$ cat src/rtl/rocec_pkg.sv
// Shared types and constants for the rectilinear outline edge checker.
package rocec_pkg;

  // Width of each coordinate field on the input bus.
  localparam int FIELD_WIDTH         = 32;
  // Default coordinate width used for the comparisons.
  localparam int COORD_WIDTH_DEFAULT = 32;
  // Input bus: start_x, start_y, end_x, end_y.
  localparam int IN_TDATA_W          = 4 * FIELD_WIDTH;
  // Output bus: direction (2), error_code (3), outline_failed (1), pad.
  localparam int OUT_TDATA_W         = 8;
  localparam int OUT_PAD_W           = OUT_TDATA_W - 6;

  typedef enum logic [1:0] {
    DIR_UP    = 2'd0,
    DIR_LEFT  = 2'd1,
    DIR_RIGHT = 2'd2,
    DIR_DOWN  = 2'd3
  } dir_t;

  typedef enum logic [2:0] {
    ERR_OK    = 3'd0,
    ERR_CONT  = 3'd1,
    ERR_ZERO  = 3'd2,
    ERR_ORTHO = 3'd3,
    ERR_REV   = 3'd4
  } err_t;

  // Heading: a direction in the low bits, or the start code (no direction yet).
  localparam logic [2:0] HEAD_START = 3'd4;

  typedef struct packed {
    logic ok;
    dir_t dir;
    err_t err;
  } chk_result_t;

endpackage

$ cat src/rtl/rocec_check.sv
// Edge check: continuity, length, orthogonality, direction and reversal.
module rocec_check #(
  parameter int CW = rocec_pkg::COORD_WIDTH_DEFAULT
) (
  input  logic                  first,
  input  logic signed [CW-1:0]  px,
  input  logic signed [CW-1:0]  py,
  input  logic signed [CW-1:0]  qx,
  input  logic signed [CW-1:0]  qy,
  input  logic signed [CW-1:0]  prev_x,
  input  logic signed [CW-1:0]  prev_y,
  input  logic [2:0]            heading,
  output rocec_pkg::chk_result_t result
);

  logic signed [CW-1:0] bx;
  logic signed [CW-1:0] by;
  logic [2:0]           bh;
  logic                 cont_err;
  logic                 zero_err;
  logic                 ortho_err;
  logic                 rev_err;
  rocec_pkg::dir_t      dir;

  // A first edge restarts the outline from its own start point.
  assign bx = first ? px : prev_x;
  assign by = first ? py : prev_y;
  assign bh = first ? rocec_pkg::HEAD_START : heading;

  assign cont_err  = (px != bx) || (py != by);
  assign zero_err  = (qx == bx) && (qy == by);
  assign ortho_err = (qx != bx) && (qy != by);

  always_comb begin
    if (qx == bx) begin
      dir = (qy < by) ? rocec_pkg::DIR_DOWN : rocec_pkg::DIR_UP;
    end else begin
      dir = (qx < bx) ? rocec_pkg::DIR_LEFT : rocec_pkg::DIR_RIGHT;
    end
  end

  // Opposite direction codes are bitwise complements.
  assign rev_err = (bh != rocec_pkg::HEAD_START) && (dir == rocec_pkg::dir_t'(~bh[1:0]));

  always_comb begin
    result.ok  = 1'b0;
    result.dir = rocec_pkg::DIR_UP;
    if (cont_err) begin
      result.err = rocec_pkg::ERR_CONT;
    end else if (zero_err) begin
      result.err = rocec_pkg::ERR_ZERO;
    end else if (ortho_err) begin
      result.err = rocec_pkg::ERR_ORTHO;
    end else if (rev_err) begin
      result.err = rocec_pkg::ERR_REV;
    end else begin
      result.err = rocec_pkg::ERR_OK;
      result.ok  = 1'b1;
      result.dir = dir;
    end
  end

endmodule

$ cat src/rtl/rectilinear_outline_edge_checker_unit.sv
// Top level of the rectilinear outline edge checker: stream in, checks, stream out.
// Pipeline: two register stages, input register then result register, from s_tdata
//   to m_tdata.
// Throughput: one edge per cycle while m_tready is high; the stored point and heading
//   are updated in the same cycle as the check, so consecutive edges follow back to back.
// Reset (rst, synchronous, active high): clears valids, point to (0,0), heading to start,
//   failure flag and winding mode.
module rectilinear_outline_edge_checker_unit #(
  parameter int COORD_WIDTH = rocec_pkg::COORD_WIDTH_DEFAULT
) (
  input  logic                               clk,
  input  logic                               rst,
  // Winding mode register: 0 clockwise, 1 counter-clockwise.
  input  logic                               cfg_wr_en,
  input  logic                               cfg_wr_data,
  // Edge requests.
  input  logic                               s_tvalid,
  output logic                               s_tready,
  // tdata, from bit 0: start_x[31:0], start_y[31:0], end_x[31:0], end_y[31:0]
  input  logic [rocec_pkg::IN_TDATA_W-1:0]   s_tdata,
  // tuser: first_edge
  input  logic                               s_tuser,
  // Results.
  output logic                               m_tvalid,
  input  logic                               m_tready,
  // tdata, from bit 0: direction[1:0], error_code[2:0], outline_failed, 2 zero bits
  output logic [rocec_pkg::OUT_TDATA_W-1:0]  m_tdata
);

  // Only the low coordinate bits take part, at most one whole field.
  localparam int CW = (COORD_WIDTH < rocec_pkg::FIELD_WIDTH) ? COORD_WIDTH
                                                             : rocec_pkg::FIELD_WIDTH;
  localparam int FW = rocec_pkg::FIELD_WIDTH;

  // Configuration.
  logic winding_mode;

  // Input register stage.
  logic                 in_valid;
  logic                 in_first;
  logic signed [CW-1:0] in_ax;
  logic signed [CW-1:0] in_ay;
  logic signed [CW-1:0] in_bx;
  logic signed [CW-1:0] in_by;

  // Outline state.
  logic signed [CW-1:0] prev_x;
  logic signed [CW-1:0] prev_y;
  logic [2:0]           heading;
  logic                 failure_flag;
  logic                 failure_flag_next;

  // Result register stage.
  logic                 out_valid;
  rocec_pkg::dir_t      out_dir;
  rocec_pkg::err_t      out_err;
  logic                 out_failed;

  // Traversal points after winding selection.
  logic signed [CW-1:0] px;
  logic signed [CW-1:0] py;
  logic signed [CW-1:0] qx;
  logic signed [CW-1:0] qy;

  rocec_pkg::chk_result_t chk;
  logic                   advance;

  // Move the held edge into the result register whenever the result slot is free
  // or being emptied this cycle; take a new request whenever the input slot frees.
  assign advance  = in_valid && (!out_valid || m_tready);
  assign s_tready = !in_valid || advance;

  always_ff @(posedge clk) begin
    if (rst) begin
      winding_mode <= 1'b0;
    end else if (cfg_wr_en) begin
      winding_mode <= cfg_wr_data;
    end
  end

  // Input register: hold the request until the check stage takes it.
  always_ff @(posedge clk) begin
    if (rst) begin
      in_valid <= 1'b0;
    end else if (s_tready) begin
      in_valid <= s_tvalid;
    end
  end

  always_ff @(posedge clk) begin
    if (s_tvalid && s_tready) begin
      in_first <= s_tuser;
      in_ax    <= s_tdata[0*FW +: CW];
      in_ay    <= s_tdata[1*FW +: CW];
      in_bx    <= s_tdata[2*FW +: CW];
      in_by    <= s_tdata[3*FW +: CW];
    end
  end

  // Counter-clockwise traversal runs from the end point back to the start point.
  assign px = winding_mode ? in_bx : in_ax;
  assign py = winding_mode ? in_by : in_ay;
  assign qx = winding_mode ? in_ax : in_bx;
  assign qy = winding_mode ? in_ay : in_by;

  rocec_check #(
    .CW (CW)
  ) u_check (
    .first   (in_first),
    .px      (px),
    .py      (py),
    .qx      (qx),
    .qy      (qy),
    .prev_x  (prev_x),
    .prev_y  (prev_y),
    .heading (heading),
    .result  (chk)
  );

  assign failure_flag_next = failure_flag || !chk.ok;

  // Outline state: advance to the end point on a good edge; on a rejected first
  // edge still restart from its start point with no heading.
  always_ff @(posedge clk) begin
    if (rst) begin
      prev_x       <= '0;
      prev_y       <= '0;
      heading      <= rocec_pkg::HEAD_START;
      failure_flag <= 1'b0;
    end else if (advance) begin
      failure_flag <= failure_flag_next;
      if (chk.ok) begin
        prev_x  <= qx;
        prev_y  <= qy;
        heading <= {1'b0, chk.dir};
      end else if (in_first) begin
        prev_x  <= px;
        prev_y  <= py;
        heading <= rocec_pkg::HEAD_START;
      end
    end
  end

  // Result register: hold until the downstream side takes it.
  always_ff @(posedge clk) begin
    if (rst) begin
      out_valid <= 1'b0;
    end else if (advance) begin
      out_valid <= 1'b1;
    end else if (m_tready) begin
      out_valid <= 1'b0;
    end
  end

  always_ff @(posedge clk) begin
    if (advance) begin
      out_dir    <= chk.dir;
      out_err    <= chk.err;
      out_failed <= failure_flag_next;
    end
  end

  assign m_tvalid = out_valid;
  assign m_tdata  = {{rocec_pkg::OUT_PAD_W{1'b0}}, out_failed, out_err, out_dir};

`ifndef ASSERT_OFF
  // A rejected edge reports no direction and always shows the failure flag.
  a_err_clean : assert property (@(posedge clk) disable iff (rst)
    (out_valid && out_err != rocec_pkg::ERR_OK) |-> (out_dir == rocec_pkg::DIR_UP && out_failed))
    else $error("error result carries a direction or a clear failure flag");

  // Once set, the failure flag stays set until reset.
  a_fail_sticky : assert property (@(posedge clk) disable iff (rst)
    (!rst && failure_flag) |=> failure_flag)
    else $error("failure flag dropped without reset");

  // Point and heading move only when an edge passes through the check stage.
  a_state_hold : assert property (@(posedge clk) disable iff (rst)
    (!rst && !advance) |=> ($stable(heading) && $stable(prev_x) && $stable(prev_y)))
    else $error("outline state changed with no edge checked");

  // A good edge leaves its direction as the heading.
  a_heading_follows : assert property (@(posedge clk) disable iff (rst)
    (!rst && advance && chk.ok) |=> (heading == {1'b0, out_dir}))
    else $error("heading does not follow the accepted direction");
`endif

endmodule
$ cat config.mk
export PLATFORM = sky130hd
export DESIGN_NAME = rectilinear_outline_edge_checker_unit
export DESIGN_NICKNAME = d
export VERILOG_FILES = /design/src/rtl/rocec_pkg.sv /design/src/rtl/rocec_check.sv /design/src/rtl/rectilinear_outline_edge_checker_unit.sv
export SDC_FILE = /design/constraint.sdc
export NUM_CORES = 1
export LEC_CHECK = 0
export BUFFER_PORTS_ARGS = -buffer_cell sky130_fd_sc_hd__buf_2
export CORE_MARGIN = 3
export CORE_UTILIZATION = 45
export DETAILED_ROUTE_END_ITERATION = 8
export GPL_ROUTABILITY_DRIVEN = 0
export PLACE_DENSITY = 0.75
export SYNTH_ARGS = -nofsm -noshare
export SYNTH_HDL_FRONTEND = slang
export SYNTH_SLANG_ARGS = --single-unit
$ cat constraint.sdc
create_clock -name clk -period 7 [get_ports clk]
set_input_delay 2.1 -clock clk [delete_from_list [all_inputs] [get_ports clk]]
set_output_delay 2.1 -clock clk [all_outputs]
set_load 0.03 [all_outputs]
==> qor.csv, run 1 <==
metric,value,unit
pin_count,145,
synth_seq_cells,206,
die_height,173,um
synthCells,1234,
io_buffers,142,
cp_slowest_cell,dfxtp_4,
filler_cell_count,2410,
numCtsBuffers,24,
syn_to_final_growth,13.5,%
drc_errors,0,
p_int,2370,uW
switching_share,27.2,%
p_leak,0.00551,uW
worstSetupPathType,reg2reg,
hold_violations,0,
setup_viol,0,
sequentialPowerShare,44.1,%
clock-root-buffer,clkbuf_16,
grt_first_pass_wirelength,54700,um
avgRoutedWirePerCell,20.3,um
grt_pass1_vias,9919,
r2r_cells,17,
hpwl,24600,um
vdd.ir_drop.worst,0.192,mV
final_layout_size_suffix_gt1_share,21.0,%
ys_warn_count,0,
synth_edf_count,135,
num_rows,60,
gr-usage-met3,4.47,%
fmax,0.179,GHz
grt_usage,22.3,%
grt.busiest_layer,met2,
postSynthAreaPerCell,10.2,um2
drt_iter0_drc,1087,
cts_resized,0,
placedCellCount,1684,
dieWidth,173,um
clock_latency,0.53,ns
gr-usage-met1,31.3,%
pwr-share-clk,39.0,%
via_per_inst,6.06,
routed_wl,35000,um
cts_tree,done,
worst-path-stages,17,
endpoint,prev_x[8]$_SDFFE_PP0P_,
p_sw,884,uW
final_common_cell,a21oi_1,
layout.cells.non_filler,1725,
p_per_area,227,nW/um2
reg2reg_to,prev_x[8]$_SDFFE_PP0P_,
grt_max_degree,77,
antenna_cells,0,
critPathBufInv,2,
numClockSinks,206,
ys_seq_area_share,43.4,%
path_cells,"buf_4, mux2i_1, nor2_1, a21oi_1, ha_1, nand2_1, nor3_1, nor4b_1, nand3_1, ha_1, nor2_1, xnor2_2, buf_4, mux2i_1, a21oi_1, a21o_1, a22o_1",
status,"finished, final reports clean",
dr.pass1.iters,6,
final_cell_mix,"a21oi_1 (173), buf_2 (142), edfxtp_1 (135)",
drtAntennaViolNets,0,
synthFlopType,edfxtp_1,
synth_cell_type_count,66,
setup_tns,0,ns
syn_area,12600,um2
via_count,10500,
met2_usage,34.6,%
fin_crit,5.60,ns
cap_violations,0,
post-cts-setup-buffers,0,
cp.required,7.42,ns
worstSetupStartpoint,winding_mode$_SDFFE_PP0P_,
fin_nets,1539,
antenna_found_initial,1,
rrSetupSlack,1.40,ns
gr-total-overflow,0,
clk_pin_slew,0.06,ns
cts_hold_buf,0,
clk_path_buf_depth,3,
cpPeakStageDelay,0.79,ns
hold_path_class,reg2reg,
die_area,30100,um2
start_kind,flip-flop,
cp.arrival,6.02,ns
cp_max_fo,43,
rsz0062_at_grt,false,
timing.final.crit_share,80.0,%
r2r-start,winding_mode$_SDFFE_PP0P_,
crit_family,simple AND/OR/NAND/NOR gates,
comb_power_share,17.0,%
cts_max_level,1,
clock_skew,0.0155,ns
worstMarginPinSlew,0.811,ns
relSlewSlack,46.0,%
slew_violations,0,
postSynth.asyncResetShare,0,%
coreArea,27300,um2
crit_path_end_kind,flip-flop,
initial_core_util,46.3,%
power by group through the flow:
| stage | Combinational [uW] | Clock, uW | Sequential [uW] |
|---|---|---|---|
| 6_report | 551 | 1270 | 1430 |
| 5_1_grt | 603 | 1340 | 1440 |
| 4_1_cts | 541 | 1300 | 1430 |
| 3_5_place_dp | 536 | 0 | 1450 |
| 3_3_place_gp | 528 | 0 | 1450 |
| 2_1_floorplan | 380 | 0 | 1430 |
worst min-delay path by stage:
stage | from | endpoint | slack [ns] | cells after the start
final | failure_flag$_SDFFE_PP0P_ | failure_flag$_SDFFE_PP0P_ | 0.46 | 2
after global routing | failure_flag$_SDFFE_PP0P_ | failure_flag$_SDFFE_PP0P_ | 0.51 | 2
after floorplan | failure_flag$_SDFFE_PP0P_ | failure_flag$_SDFFE_PP0P_ | 0.43 | 2
after global placement | failure_flag$_SDFFE_PP0P_ | failure_flag$_SDFFE_PP0P_ | 0.44 | 2
after CTS | failure_flag$_SDFFE_PP0P_ | failure_flag$_SDFFE_PP0P_ | 0.46 | 2
after detailed placement | failure_flag$_SDFFE_PP0P_ | failure_flag$_SDFFE_PP0P_ | 0.45 | 2
registers in the layout, summed over array words and instances, names as in the netlist:
| name | flops |
|---|---|
| heading | 3 |
| prev_y | 32 |
| out_failed | 1 |
| failure_flag | 1 |
| in_ay | 32 |
| in_by | 32 |
| in_valid | 1 |
| out_err | 3 |
| winding_mode | 1 |
| in_bx | 32 |
| in_first | 1 |
| out_dir | 2 |
| m_tvalid | 1 |
| in_ax | 32 |
| prev_x | 32 |
worst min-delay path, cell delays in order, from the launching register on:
cell and delay, ns:
dfxtp_1 0.32, a21oi_1 0.04, nor2_1 0.06
routing by layer:
layer  vias to the layer above  share of wire (%)  routed length, um
met3                        86                9.9               3470
met1                      4904                 42              14900
met2                       560                 44              15400
li1                       4907                  -                  -
met5                         -              0.037                 13
met4                         2                3.5               1220
stage by stage:
step	utilization [%]	worst slack, ns	hold WS, ns	cell area [um2]	total power (uW)
CTS	52.5	1.49	0.462	14300	3270
global placement	49.7	1.74	0.440	13500	1980
floorplan	-	1.07	0.429	12600	1820
global route	52.5	1.10	0.515	14300	3390
detailed placement	49.7	1.56	0.446	13500	1990
finish	52.5	1.40	0.457	14300	3250
layout make-up:
class,instances,area [um2],share of cell area [%]
flip-flops and latches,206,5480,38.3
repair buffers,161,866,6.05
clock buffers,29,651,4.54
multi-input cells,921,6630,46.3
clock inverters,12,139,0.970
well taps,372,465,3.25
inverters,24,91.3,0.638
cell usage after synthesis, drive strengths merged, types with 3 or more instances:
cell type,n,area [um2]
clkbuf,47,176
nand2,54,203
nor2b,7,43.8
a21oi,173,866
a31oi,4,25.0
mux2i,99,1010
dfxtp,71,1420
nand3,7,35.0
nor2,116,435
a21o,27,204
nor3,9,50.1
a221oi,3,26.3
nand4,29,188
o21ai,48,244
nor4,14,87.6
o21a,3,22.5
o22ai,18,113
nand2b,3,26.3
a32oi,25,219
mux2,72,811
xnor2,47,412
a211oi,3,22.5
inv,24,90.1
buf,37,270
o211ai,46,345
ha,66,826
edfxtp,135,4050
a22o,10,87.6
and2,3,18.8
and4,4,35.0
kinds of logic (layout without fill, tap and decap cells):
group / Yosys count / after routing / synth area share (%)
other: 1 / 2 / 0.0297
adder cells (fa/ha/maj): 66 / 66 / 6.54
AO/OA/AOI/OAI: 377 / 377 / 18.5
multiplexers: 171 / 171 / 14.4
flip-flops: 206 / 206 / 43.4
AND/OR/NAND/NOR: 256 / 256 / 9.48
XOR/XNOR: 49 / 49 / 3.40
buffers and inverters: 108 / 226 / 4.25
No activity file was read; power rests on OpenSTA's default activity.
==> run 2: changes to the inputs <==
--- a/config.mk
+++ b/config.mk
@@ -10,7 +10,7 @@
 export CORE_UTILIZATION = 45
 export DETAILED_ROUTE_END_ITERATION = 8
 export GPL_ROUTABILITY_DRIVEN = 0
-export PLACE_DENSITY = 0.75
+export PLACE_DENSITY = 0.78
 export SYNTH_ARGS = -nofsm -noshare
 export SYNTH_HDL_FRONTEND = slang
 export SYNTH_SLANG_ARGS = --single-unit
==> constraint.sdc (replaced) <==
create_clock -name clk -period 4.5 [get_ports clk]
set_input_delay 1.35 -clock clk [delete_from_list [all_inputs] [get_ports clk]]
set_output_delay 1.35 -clock clk [all_outputs]
set_load 0.03 [all_outputs]
==> run 2 against run 1 <==
First-iteration DRC count grew 17%. Count of clock-buffer cells in the layout down 1. Die area unchanged. Global-route usage increased by 0.74 points. Flip-flop and latch count unchanged. Utilization grew 2.3 points. Clock skew fell by 0.0018 ns. Setup slack got worse by 1.2 ns. Largest cell class unchanged. Largest power group unchanged.
==> qor.csv, run 2 (synthesis results as in run 1) <==
metric,value,unit
status,"finished, final reports clean",
dp_slack,0.0180,ns
io_buffers,142,
grt_max_degree,130,
pin_count,145,
slew_violations,0,
hold_path_class,reg2reg,
avgRoutedWirePerCell,20.5,um
die_area,30100,um2
dr.pass1.iters,5,
final_common_cell,a21oi_1,
antenna_cells,0,
routed_wl,36200,um
cp_slowest_cell,nor4_1,
setup_viol,0,
p_leak,0.00581,uW
final_cell_mix,"a21oi_1 (172), buf_2 (142), edfxtp_1 (135)",
worstMarginPinSlew,0.829,ns
path_cells,"buf_12, mux2i_1, nor2_1, a21oi_1, ha_1, nand4_1, nor4_1, nand3_1, ha_1, nor2_4, buf_4, and4_2, buf_12, mux2_2, a22o_1",
p_int,3790,uW
hold_path_depth,2,
die_height,173,um
grt_first_pass_wirelength,56300,um
numCtsBuffers,24,
cts_tree,done,
numClockSinks,206,
p_total,5230,uW
worst_slack,0.158,ns
p_sw,1430,uW
via_count,10700,
coreArea,27300,um2
fin_crit,4.34,ns
cp.required,4.93,ns
grt_pass1_vias,10200,
placedCellCount,1717,
antenna_found_initial,0,
drtAntennaViolNets,0,
drt_iter0_drc,1273,
setup_tns,0,ns
vdd.ir_drop.worst,0.322,mV
clock_skew,0.0137,ns
relSlewSlack,44.7,%
via_per_inst,6.03,
hold_violations,0,
cts_max_level,1,
comb_power_share,17.8,%
hpwl,25200,um
clock_latency,0.53,ns
clk_path_buf_depth,3,
clk_pin_slew,0.07,ns
worstSetupPathType,reg2reg,
switching_share,27.4,%
cap_violations,0,
start_kind,flip-flop,
gr-total-overflow,0,
sequentialPowerShare,42.5,%
num_rows,60,
grt_usage,23.1,%
dieWidth,173,um
initial_core_util,46.3,%
final_layout_size_suffix_gt1_share,24.1,%
syn_to_final_growth,18.4,%
cp_max_fo,27,
fmax,0.230,GHz
p_per_area,350,nW/um2
r2r_cells,15,
fin_nets,1580,
drc_errors,0,
layout.cells.non_filler,1769,
timing.final.crit_share,96.5,%
cp.arrival,4.77,ns
clock-root-buffer,clkbuf_16,
crit_path_end_kind,flip-flop,
pwr-share-clk,39.7,%
cts_hold_buf,0,
cpPeakStageDelay,0.49,ns
-- run 2: cell count changes in the layout (fill, tap and decap cells not counted), moves of 2 or more --
cell	change
buf_12	+12
buf_4	+25
buf_6	+3
clkinv_2	-2
clkinv_4	+2
clkinvlp_4	+2
mux2i_1	-2
-- run 2: path summary, 6_finish.rpt --
path / startpoint / to / slack [ns]
setup / recovery: winding_mode$_SDFFE_PP0P_ / prev_y[31]$_SDFFE_PP0P_ / 0.16
hold / removal: failure_flag$_SDFFE_PP0P_ / failure_flag$_SDFFE_PP0P_ / 0.46
setup reg to reg: winding_mode$_SDFFE_PP0P_ / prev_y[31]$_SDFFE_PP0P_ / 0.16
hold reg to reg: failure_flag$_SDFFE_PP0P_ / failure_flag$_SDFFE_PP0P_ / 0.46
-- run 2: routing by layer --
metal | part of all wire [%] | wire (um) | vias to the layer above | track usage (%)
li1 | - | - | 4977 | -
met1 | 43 | 15400 | 5059 | 32.3
met2 | 45 | 16100 | 533 | 35.8
met3 | 8.6 | 3110 | 101 | 4.10
met4 | 4.3 | 1540 | 0 | 8.61
met5 | 0 | 0 | - | 0
-- run 2: metrics by stage --
step           util [%]  hold slack (ns)  cell area (um2)
2_1_floorplan         -            0.429            12700
3_3_place_gp       51.2            0.444            14000
3_5_place_dp       51.2            0.452            14000
4_1_cts            54.3            0.467            14800
5_1_grt            54.9            0.511            14900
6_report           54.9            0.462            14900
-- run 2: power by group through the flow --
stage / logic (uW) / registers (uW) / clock network, uW
after global placement: 871 / 2250 / 0
after floorplan: 600 / 2230 / 0
final: 932 / 2220 / 2070
after CTS: 896 / 2220 / 2110
after global routing: 1010 / 2230 / 2190
after detailed placement: 888 / 2260 / 0
-- run 2: cell type report --
type                       count  area [um2]
timing repair buffer         202        1350
clock buffer                  28         647
sequential                   206        5480
multi-input combinational    921        6720
fill                        2277       12300
inverter                      24        91.3
tap                          372         465
clock inverter                16         195
-- run 2: repair_timing --
item                       4_1_cts  5_1_grt
setup buffers                    0        7
gates resized for setup          0       12
setup endpoints to repair        0       66
-- run 2: critical path, delay by kind of cell (launching register included) --
kind                       cells  cell delay [ns]
AOI/OAI and AO/OA              2             0.43
adders and majority gates      2             0.52
buffers and inverters          3             0.57
DFF                            1             0.45
muxes                          2             0.77
and+or+nand+nor                6             1.46
